[src/hw/rtl/rbsa_pkg.sv]
`timescale 1ns / 1ps
// ---------------------------------------------------------------------------
// Row bitmap seat allocator package
// Shared sizes, codes and the token that walks the chain of row cells.
// ---------------------------------------------------------------------------
package rbsa_pkg;

	// Bitmap dimensions
	localparam int MAX_ROWS  = 26;
	localparam int MAX_SLOTS = 9;

	// Field widths
	localparam int ACTION_W   = 2;
	localparam int ROW_W      = 5;
	localparam int SLOT_NUM_W = 5;
	localparam int SEAT_W     = 5;
	localparam int RUN_W      = 4;
	localparam int FREE_W     = 8;
	localparam int GFIRST_W   = 4;
	localparam int ROWS_CFG_W = 5;
	localparam int SPR_W      = 4;
	localparam int PADDR_W    = 3;
	localparam int PDATA_W    = 32;

	typedef enum logic [ACTION_W-1:0] {
		ACT_CLAIM   = 2'd0,
		ACT_RELEASE = 2'd1,
		ACT_RUN     = 2'd2,
		ACT_COUNT   = 2'd3
	} action_t;

	typedef enum logic {
		REG_ROW_COUNT     = 1'b0,
		REG_SLOTS_PER_ROW = 1'b1
	} cfg_reg_t;

	// Request plus partial result, handed from cell to cell
	typedef struct packed {
		logic                valid;
		action_t             action;
		logic [ROW_W-1:0]    row;
		logic [SEAT_W-1:0]   seat;
		logic [RUN_W-1:0]    run_len;
		logic                ok;
		logic [FREE_W-1:0]   free_acc;
		logic [ROW_W-1:0]    grow;
		logic [GFIRST_W-1:0] gfirst;
	} rbsa_token_t;

	// Configuration broadcast to every cell
	typedef struct packed {
		logic                  clear;
		logic [ROWS_CFG_W-1:0] row_count;
		logic [SPR_W-1:0]      slots_per_row;
	} rbsa_cfg_t;

	function automatic logic [SPR_W-1:0] ones_count(input logic [MAX_SLOTS-1:0] v);
		logic [SPR_W-1:0] c;
		c = '0;
		for (int i = 0; i < MAX_SLOTS; i++) begin
			c = c + SPR_W'(v[i]);
		end
		return c;
	endfunction

endpackage

[src/hw/rtl/rbsa_cell.sv]
`timescale 1ns / 1ps
// ---------------------------------------------------------------------------
// Row cell
// Holds one bitmap row; serves the passing token and hands it on.
// ---------------------------------------------------------------------------
module rbsa_cell (
	input  logic                      clk,
	input  logic                      arst_n,
	input  logic [rbsa_pkg::ROW_W-1:0] cell_row,
	input  rbsa_pkg::rbsa_cfg_t       cfg,
	input  rbsa_pkg::rbsa_token_t     tok_in,
	output rbsa_pkg::rbsa_token_t     tok_out
);
	import rbsa_pkg::*;

	logic [MAX_SLOTS-1:0] occ_q;
	rbsa_token_t          tok_q;

	logic                 active;
	logic                 row_hit;
	logic                 seat_ok;
	logic [MAX_SLOTS-1:0] seat_bit;
	logic [MAX_SLOTS-1:0] span_mask;
	logic [MAX_SLOTS-1:0] run_mask;
	logic [MAX_SLOTS-1:0] win;
	logic [MAX_SLOTS-1:0] fits;
	logic                 run_found;
	logic [GFIRST_W-1:0]  run_first;
	logic [MAX_SLOTS-1:0] occ_next;
	logic [SPR_W-1:0]     row_free;
	rbsa_token_t          tok_next;

	// Decode the token against this row
	always_comb begin
		active  = {1'b0, cell_row} < {1'b0, cfg.row_count};
		row_hit = tok_in.row == cell_row;
		seat_ok = (tok_in.seat != '0) && (tok_in.seat <= SEAT_W'(cfg.slots_per_row));
		for (int i = 0; i < MAX_SLOTS; i++) begin
			seat_bit[i]  = tok_in.seat == SEAT_W'(i + 1);
			span_mask[i] = (SPR_W + 1)'(i) < (SPR_W + 1)'(cfg.slots_per_row);
			run_mask[i]  = (RUN_W + 1)'(i) < (RUN_W + 1)'(tok_in.run_len);
		end
	end

	// Check every start position for a free run, lowest one wins
	always_comb begin
		win       = '0;
		fits      = '0;
		run_found = 1'b0;
		run_first = '0;
		for (int s = 0; s < MAX_SLOTS; s++) begin
			win     = run_mask << s;
			fits[s] = ((6'(tok_in.run_len) + 6'(s)) <= 6'(cfg.slots_per_row))
				&& ((occ_q & win) == '0);
		end
		for (int s = MAX_SLOTS - 1; s >= 0; s--) begin
			if (fits[s]) begin
				run_found = 1'b1;
				run_first = GFIRST_W'(s);
			end
		end
	end

	// Apply the request and add this row's free count
	always_comb begin
		occ_next = occ_q;
		tok_next = tok_in;
		if (tok_in.valid && active) begin
			case (tok_in.action)
				ACT_CLAIM: begin
					if (row_hit && seat_ok && ((occ_q & seat_bit) == '0)) begin
						occ_next    = occ_q | seat_bit;
						tok_next.ok = 1'b1;
					end
				end
				ACT_RELEASE: begin
					if (row_hit && seat_ok && ((occ_q & seat_bit) != '0)) begin
						occ_next    = occ_q & ~seat_bit;
						tok_next.ok = 1'b1;
					end
				end
				ACT_RUN: begin
					if (!tok_in.ok && tok_in.run_len != '0 && run_found) begin
						occ_next        = occ_q | (run_mask << run_first);
						tok_next.ok     = 1'b1;
						tok_next.grow   = cell_row;
						tok_next.gfirst = run_first + GFIRST_W'(1);
					end
				end
				default: begin
				end
			endcase
		end
		row_free = cfg.slots_per_row - ones_count(occ_next & span_mask);
		if (active) begin
			tok_next.free_acc = tok_in.free_acc + FREE_W'(row_free);
		end
	end

	// Hold the row; clear it on a configuration write
	always_ff @(posedge clk or negedge arst_n) begin
		if (!arst_n) begin
			occ_q <= '0;
		end else if (cfg.clear) begin
			occ_q <= '0;
		end else if (tok_in.valid) begin
			occ_q <= occ_next;
		end
	end

	// Advance the token
	always_ff @(posedge clk or negedge arst_n) begin
		if (!arst_n) begin
			tok_q <= '0;
		end else begin
			tok_q <= tok_next;
		end
	end

	assign tok_out = tok_q;

endmodule

[config.mk]
export PLATFORM = sky130hd
export DESIGN_NAME = rbsa_cell
export DESIGN_NICKNAME = d
export VERILOG_FILES = /design/src/hw/rtl/rbsa_pkg.sv /design/src/hw/rtl/rbsa_cell.sv
export SDC_FILE = /design/constraint.sdc
export NUM_CORES = 1
export LEC_CHECK = 0
export BUFFER_PORTS_ARGS = -buffer_cell sky130_fd_sc_hd__clkbuf_2
export CORE_ASPECT_RATIO = 2
export CORE_UTILIZATION = 40
export CTS_BUF_LIST = sky130_fd_sc_hd__clkbuf_8
export DETAILED_ROUTE_END_ITERATION = 10
export PLACE_DENSITY = 0.57
export SLEW_MARGIN = 40
export SYNTH_ARGS = -nofsm -noshare
export SYNTH_HDL_FRONTEND = slang
export SYNTH_SLANG_ARGS = --single-unit
[constraint.sdc]
create_clock -name clk -period 8.98 [get_ports clk]
set_input_delay 0 -clock clk [delete_from_list [all_inputs] [get_ports clk]]
set_output_delay 0 -clock clk [all_outputs]
set_load 0.005 [all_outputs]
==> results.cfg, run 1 <==
[outcome]
status = finished, violations left
violations = hold timing

[floorplanning]
die_w_um = 80.5
die_h_um = 159
start_util_pct = 40.9
num_rows = 57
boundaryPins = 87
dieArea_um2 = 12800
core_area_um2 = 12100

[route]
firstDrtPassIters = 7
wirelength_um = 17400
dr_total_vias = 4947
drt_iter0_markers = 304
vias_per_cell = 5.96
drc_errors = 0
antenna_left = 0
avgRoutedWirePerCell_um = 21.0

[critical_path]
cp.required_ns = 9.17
crit_fanout = 12
worstRegToRegCells = 26
timing.rr.end = tok_out[15]$_DFF_PN0_
crit_top_cell = fa_1
endpoint_kind = flop
critPathSlowestCell = dlygate4sd3_1
r2r_start = occ_q[7]$_DFFE_PN0P_
criticalPathCategory = in2reg
ff2ff_setup_slack_ns = 0.98
cp.arrival_ns = 8.61
max_stage_delay_ns = 0.55
startpoint_type = input pin

[hold_path]
hp-class = in2reg
whs_endpoint = occ_q[4]$_DFFE_PN0P_
min_from = cfg[9]
hold_depth = 2

[sta]
worst_pin_slew_ns = 0.667
clock_skew_ns = 0.0154
grt_setup_unrepaired = false
setup_violations = 0
timing.fmax_ghz = 0.119
fin_crit_ns = 8.42
slew_violations = 0
hold_ws_ns = -0.00838
finalHoldViolCount = 4
period_share_pct = 93.8
relSlewSlack_pct = 54.9
setup-tns-final_ns = 0

[placed_design]
dp.cells = 784
place_congestion = 0.996
place_hpwl_um = 13800
place_area_um2 = 5460
port_buffers = 86

[grt]
grt.overflow.total = 0
grt_max_degree = 45
antenna_found_initial = 0
grt_usage_pct = 27.9
grt_pass1_vias = 5089
grt_pass1_wl_um = 26600

[clock_tree]
cts_tree = yes
cts_sinks = 44
clockRootBuffer = clkbuf_8
clock_latency_ns = 0.31
postCtsSetupRepairBufs = 0
cts.htree.levels = 2
clk_path_buf_depth = 2
numCtsBuffers = 5
path_clk_slew_ns = 0.08

[cells_and_area]
fin_util_pct = 49.4
final_area_um2 = 5960
final_common_cell = clkbuf_2
area.growth.synth_to_final_pct = 20.8
nets = 803
fin_cells = 830
drive_gt1_share_pct = 20.6
final_cell_mix = clkbuf_2 (85), ha_1 (57), nand2_1 (44), dfrtp_1 (44), inv_1 (43)
antenna_cells = 0

[power_and_ir_drop]
finalPower_w = 0.000953
p_leak_nw = 2.74
peakVddDrop_mv = 0.126
p_per_area_nw_per_um2 = 160

[yosys]
syn-num-nets = 689
synthArstFlopShare_pct = 100
synthTopCellsByArea = dfrtp_1 (22%), ha_1 (15%), fa_1 (4.5%)
synth_top_area_share_pct = 22.3
synth_warnings = 0
synthFlopType = dfrtp_1
synth_top_area_cell = dfrtp_1
ys_types = 85
synth_edf_count = 0
syn_area_per_cell_um2 = 8.68
synth_seq_area_share_pct = 22.3
ys_ff_latch = 44
synth_cells = 568
syn_area_um2 = 4930

[job]
cap_violations = 0
-- where the power goes --
group	internal, W	switching (W)
registers	0.000223	0.0000144
clock network	0.0000816	0.0000744
logic	0.000239	0.000321
total	0.000543	0.000410
-- through the flow --
stage               hold slack, ns  worst slack, ns
floorplan                   -0.296             2.00
global placement             0.135             1.21
detailed placement          0.0857             1.05
CTS                       0.000492            0.442
global route               0.00519            0.147
finish                    -0.00838            0.558
-- routing by layer --
layer | vias to the layer above | share of wire, % | GRT usage, %
met3 | 81 | 4.1 | 3.21
met4 | 0 | 8.2 | 20.6
met2 | 197 | 56 | 54.0
met5 | - | 0 | 0
li1 | 2314 | - | -
met1 | 2355 | 32 | 24.6
-- state kept, by name, summed over array words and instances, names as in the netlist --
register and cells:
occ_q 9, tok_out 35
-- timing repair --
item,CTS,global route
hold buffers,36,2
endpoints found under the hold margin,75,2
endpoints found under the setup margin,0,1
gates resized for setup,0,1
-- synth_stat cells (8+ instances only) --
| cell type | instances |
|---|---|
| a211oi_1 | 9 |
| a21o_1 | 11 |
| a21oi_1 | 36 |
| dfrtp_1 | 44 |
| fa_1 | 11 |
| ha_1 | 58 |
| inv_1 | 42 |
| nand2_1 | 44 |
| nand2b_1 | 9 |
| nand3_1 | 8 |
| nor2_1 | 42 |
| nor2b_1 | 8 |
| nor3_1 | 18 |
| o21ai_0 | 23 |
| xnor2_1 | 19 |
-- worst max-delay path by stage --
stage | start | endpoint | slack, ns | cells after the start
6_report | tok_in[18] | tok_out[15]$_DFF_PN0_ | 0.56 | 32
5_1_grt | tok_in[18] | tok_out[15]$_DFF_PN0_ | 0.15 | 34
4_1_cts | tok_in[18] | tok_out[15]$_DFF_PN0_ | 0.44 | 30
3_5_place_dp | tok_in[20] | tok_out[16]$_DFF_PN0_ | 1.05 | 31
3_3_place_gp | tok_in[20] | tok_out[15]$_DFF_PN0_ | 1.21 | 30
2_1_floorplan | tok_in[19] | tok_out[15]$_DFF_PN0_ | 2.00 | 29
-- worst max-delay path: cells and delay by family --
| family | cells | cell delay (ns) |
|---|---|---|
| AND/OR/NAND/NOR | 3 | 0.47 |
| AO/OA/AOI/OAI | 10 | 2.25 |
| XOR/XNOR | 3 | 0.47 |
| buffers and inverters | 7 | 1.73 |
| adder cells (fa/ha/maj) | 9 | 3.69 |
-- cells by family (layout without fill, tap and decap cells) --
group           Yosys count  in the layout  synth area share (%)
compound gates          166            166                  25.6
flops                    44             44                  22.3
fa+ha+maj                69             69                  19.2
xor+xnor                 25             25                  4.44
mux                      15             15                  3.25
simple gates            180            180                  19.0
buf+inv                  69            184                  6.19
-- layout make-up --
class / instances / area, um^2
clock buffer: 5 / 68.8
clock inverter: 3 / 38.8
fill: 1147 / 6100
inverter: 47 / 176
multi-input combinational: 455 / 3540
sequential: 44 / 1100
tap: 147 / 184
timing repair buffer: 129 / 851
No activity file was read; power rests on OpenSTA's default activity.
==> run 2: changes to the inputs <==
--- a/config.mk
+++ b/config.mk
@@ -5,12 +5,13 @@
 export SDC_FILE = /design/constraint.sdc
 export NUM_CORES = 1
 export LEC_CHECK = 0
+export ABC_AREA = 1
 export BUFFER_PORTS_ARGS = -buffer_cell sky130_fd_sc_hd__clkbuf_2
 export CORE_ASPECT_RATIO = 2
 export CORE_UTILIZATION = 40
 export CTS_BUF_LIST = sky130_fd_sc_hd__clkbuf_8
 export DETAILED_ROUTE_END_ITERATION = 10
-export PLACE_DENSITY = 0.57
+export PLACE_DENSITY = 0.58
 export SLEW_MARGIN = 40
 export SYNTH_ARGS = -nofsm -noshare
 export SYNTH_HDL_FRONTEND = slang
==> results.cfg, run 2 <==
[route]
wirelength_um = 15700
firstDrtPassIters = 5
avgRoutedWirePerCell_um = 16.9
antenna_left = 0
vias_per_cell = 5.34
drt_iter0_markers = 233
dr_total_vias = 4975
drc_errors = 0

[yosys]
synth_top_area_share_pct = 23.4
synth.most_common_cell = nand2_1
synthArstFlopShare_pct = 100
synthTopCellsByArea = dfrtp_1 (23%), ha_1 (15%), nand2_1 (14%)
ys_ff_latch = 44
synth_edf_count = 0
synth_seq_area_share_pct = 23.4
synth_commonest_cells = nand2_1 (178), inv_1 (79), ha_1 (58), nor2_1 (55), nand3_1 (45)
synth_cells = 663
syn-num-nets = 784
ys_types = 48
syn_area_um2 = 4710
synth_top_area_cell = dfrtp_1
synth_warnings = 0
synthFlopType = dfrtp_1
syn_area_per_cell_um2 = 7.11

[sta]
layout_setup_ws_ns = 0.490
timing.fmax_ghz = 0.118
relSlewSlack_pct = 44.0
hold_ws_ns = 0.00675
finalHoldViolCount = 0
worst_pin_slew_ns = 0.838
grt_setup_unrepaired = false
period_share_pct = 94.5
fin_crit_ns = 8.49
clock_skew_ns = 0.00731
setup-tns-final_ns = 0
setup_violations = 0
slew_violations = 0

[critical_path]
max_stage_delay_ns = 0.57
crit_top_cell = nand2_1
crit_family = adder cells
criticalPathCategory = in2reg
path_buf_inv = 8
cp.required_ns = 9.18
worstSetupStartpoint = tok_in[19]
endpoint_kind = flop
crit_cells = 43
startpoint_type = input pin
cp.arrival_ns = 8.69
critPathSlowestCell = fa_1
r2r_start = occ_q[8]$_DFFE_PN0P_
worstRegToRegCells = 35
crit_fanout = 12

[cells_and_area]
n_fill_cell = 1192
final_cell_mix = nand2_1 (178), clkbuf_2 (86), inv_1 (79)
fin_cells = 931
nets = 909
regArea_um2 = 1100
multiInputGateArea_um2 = 3210
drive_gt1_share_pct = 17.4
final_common_cell = nand2_1
antenna_cells = 0
largest_reg_flops = 35
area.growth.synth_to_final_pct = 22.8
fin_util_pct = 50.7

[clock_tree]
clk_path_buf_depth = 2
numCtsBuffers = 5
cts_tree = yes
clock_latency_ns = 0.31
clockRootBuffer = clkbuf_8
hold_buffers = 40
postCtsSetupRepairBufs = 0
cts.htree.levels = 2
cts_resized = 0
path_clk_slew_ns = 0.09
cts_sinks = 44

[power_and_ir_drop]
peakVddDrop_mv = 0.154
p_clk_share_pct = 13.2
power_frac_seq_pct = 20.1
p_per_area_nw_per_um2 = 209
comb_power_share_pct = 66.6
power.switching_w = 0.000565
cell_internal_pwr_w = 0.000643
p_leak_nw = 3.04
netSwitchingFraction_pct = 46.8

[floorplanning]
die_w_um = 78.8
num_rows = 55
dieArea_um2 = 12300
die_h_um = 156
core_area_um2 = 11400
start_util_pct = 41.3
boundaryPins = 87

[grt]
grt.overflow.total = 0
grt_usage_pct = 26.6
grt_pass1_vias = 5198
antenna_found_initial = 0
grt_pass1_wl_um = 24900
grt_max_degree = 45

[placed_design]
preCtsSetupSlack_ns = 1.10
dp.cells = 883
port_buffers = 86
place_congestion = 0.995
place_hpwl_um = 12600

[hold_path]
hp-class = in2reg
hold_depth = 3
min_from = cell_row[0]

[outcome]
status = completed

[job]
cap_violations = 0
-- run 2: changes by cell type after synthesis, sizes merged, moves of 9 or more --
cell    before  now
a21o        11    0
buf         16    7
inv         46   89
nand2       46  185
nand2b      10    0
nand3        9   48
nor2        42   61
nor3        19    5
o21ai       31   40
xnor2       19   10
-- run 2: power by group through the flow --
stage | registers, W | clock network (W) | logic, W
finish | 0.000243 | 0.000160 | 0.000805
global route | 0.000246 | 0.000169 | 0.000903
CTS | 0.000243 | 0.000163 | 0.000805
detailed placement | 0.000247 | 0 | 0.000783
global placement | 0.000247 | 0 | 0.000761
floorplan | 0.000247 | 0 | 0.000588
-- run 2: layout make-up --
class                   count  share of cell area, %
repair buffers            127                   14.5
inverters                  92                   6.05
clock inverters             3                  0.799
well taps                 142                   3.07
clock buffers               5                   1.19
multi-input cells         518                   55.4
flip-flops and latches     44                   19.0
-- run 2: per-layer routing --
metal	up-vias	global-route usage (%)	part of all wire, %	wire [um]
met4	0	22.0	8.4	1320
met3	83	2.63	3.8	603
li1	2419	-	-	-
met1	2290	23.0	32	5020
met2	183	52.2	56	8790
met5	-	0	0	0
-- run 2: kinds of logic after synthesis --
family / share of synthesized area (%)
AO/OA/AOI/OAI: 13.5
XOR/XNOR: 4.09
adder cells (fa/ha/maj): 20.1
buffers and inverters: 8.60
flip-flops: 23.4
multiplexers: 0.239
AND/OR/NAND/NOR: 30.2
-- run 2: stage by stage --
stage,cell area [um^2],power (W)
2_1_floorplan,4710,0.000835
3_3_place_gp,5280,0.00101
3_5_place_dp,5280,0.00103
6_report,5790,0.00121
4_1_cts,5790,0.00121
5_1_grt,5790,0.00132
-- run 2: worst paths after layout --
kind                                         endpoint  slack [ns]
worst max-delay path            tok_out[15]$_DFF_PN0_        0.49
worst min-delay path             tok_out[4]$_DFF_PN0_       0.007
worst max register to register  tok_out[15]$_DFF_PN0_        1.36
worst min register to register   occ_q[2]$_DFFE_PN0P_        0.74
max in group asynchronous       tok_out[32]$_DFF_PN0_        8.28
min in group asynchronous       tok_out[19]$_DFF_PN0_        0.30
-- run 2: worst register-to-register path, delay by kind of cell, from the launching register on --
| family | cells | cell delay, ns |
|---|---|---|
| DFF | 1 | 0.53 |
| buffers and inverters | 5 | 1.22 |
| AOI/OAI and AO/OA | 6 | 0.91 |
| adders and majority gates | 7 | 3.12 |
| and+or+nand+nor | 15 | 1.42 |
| xor gates and xnor gates | 2 | 0.30 |
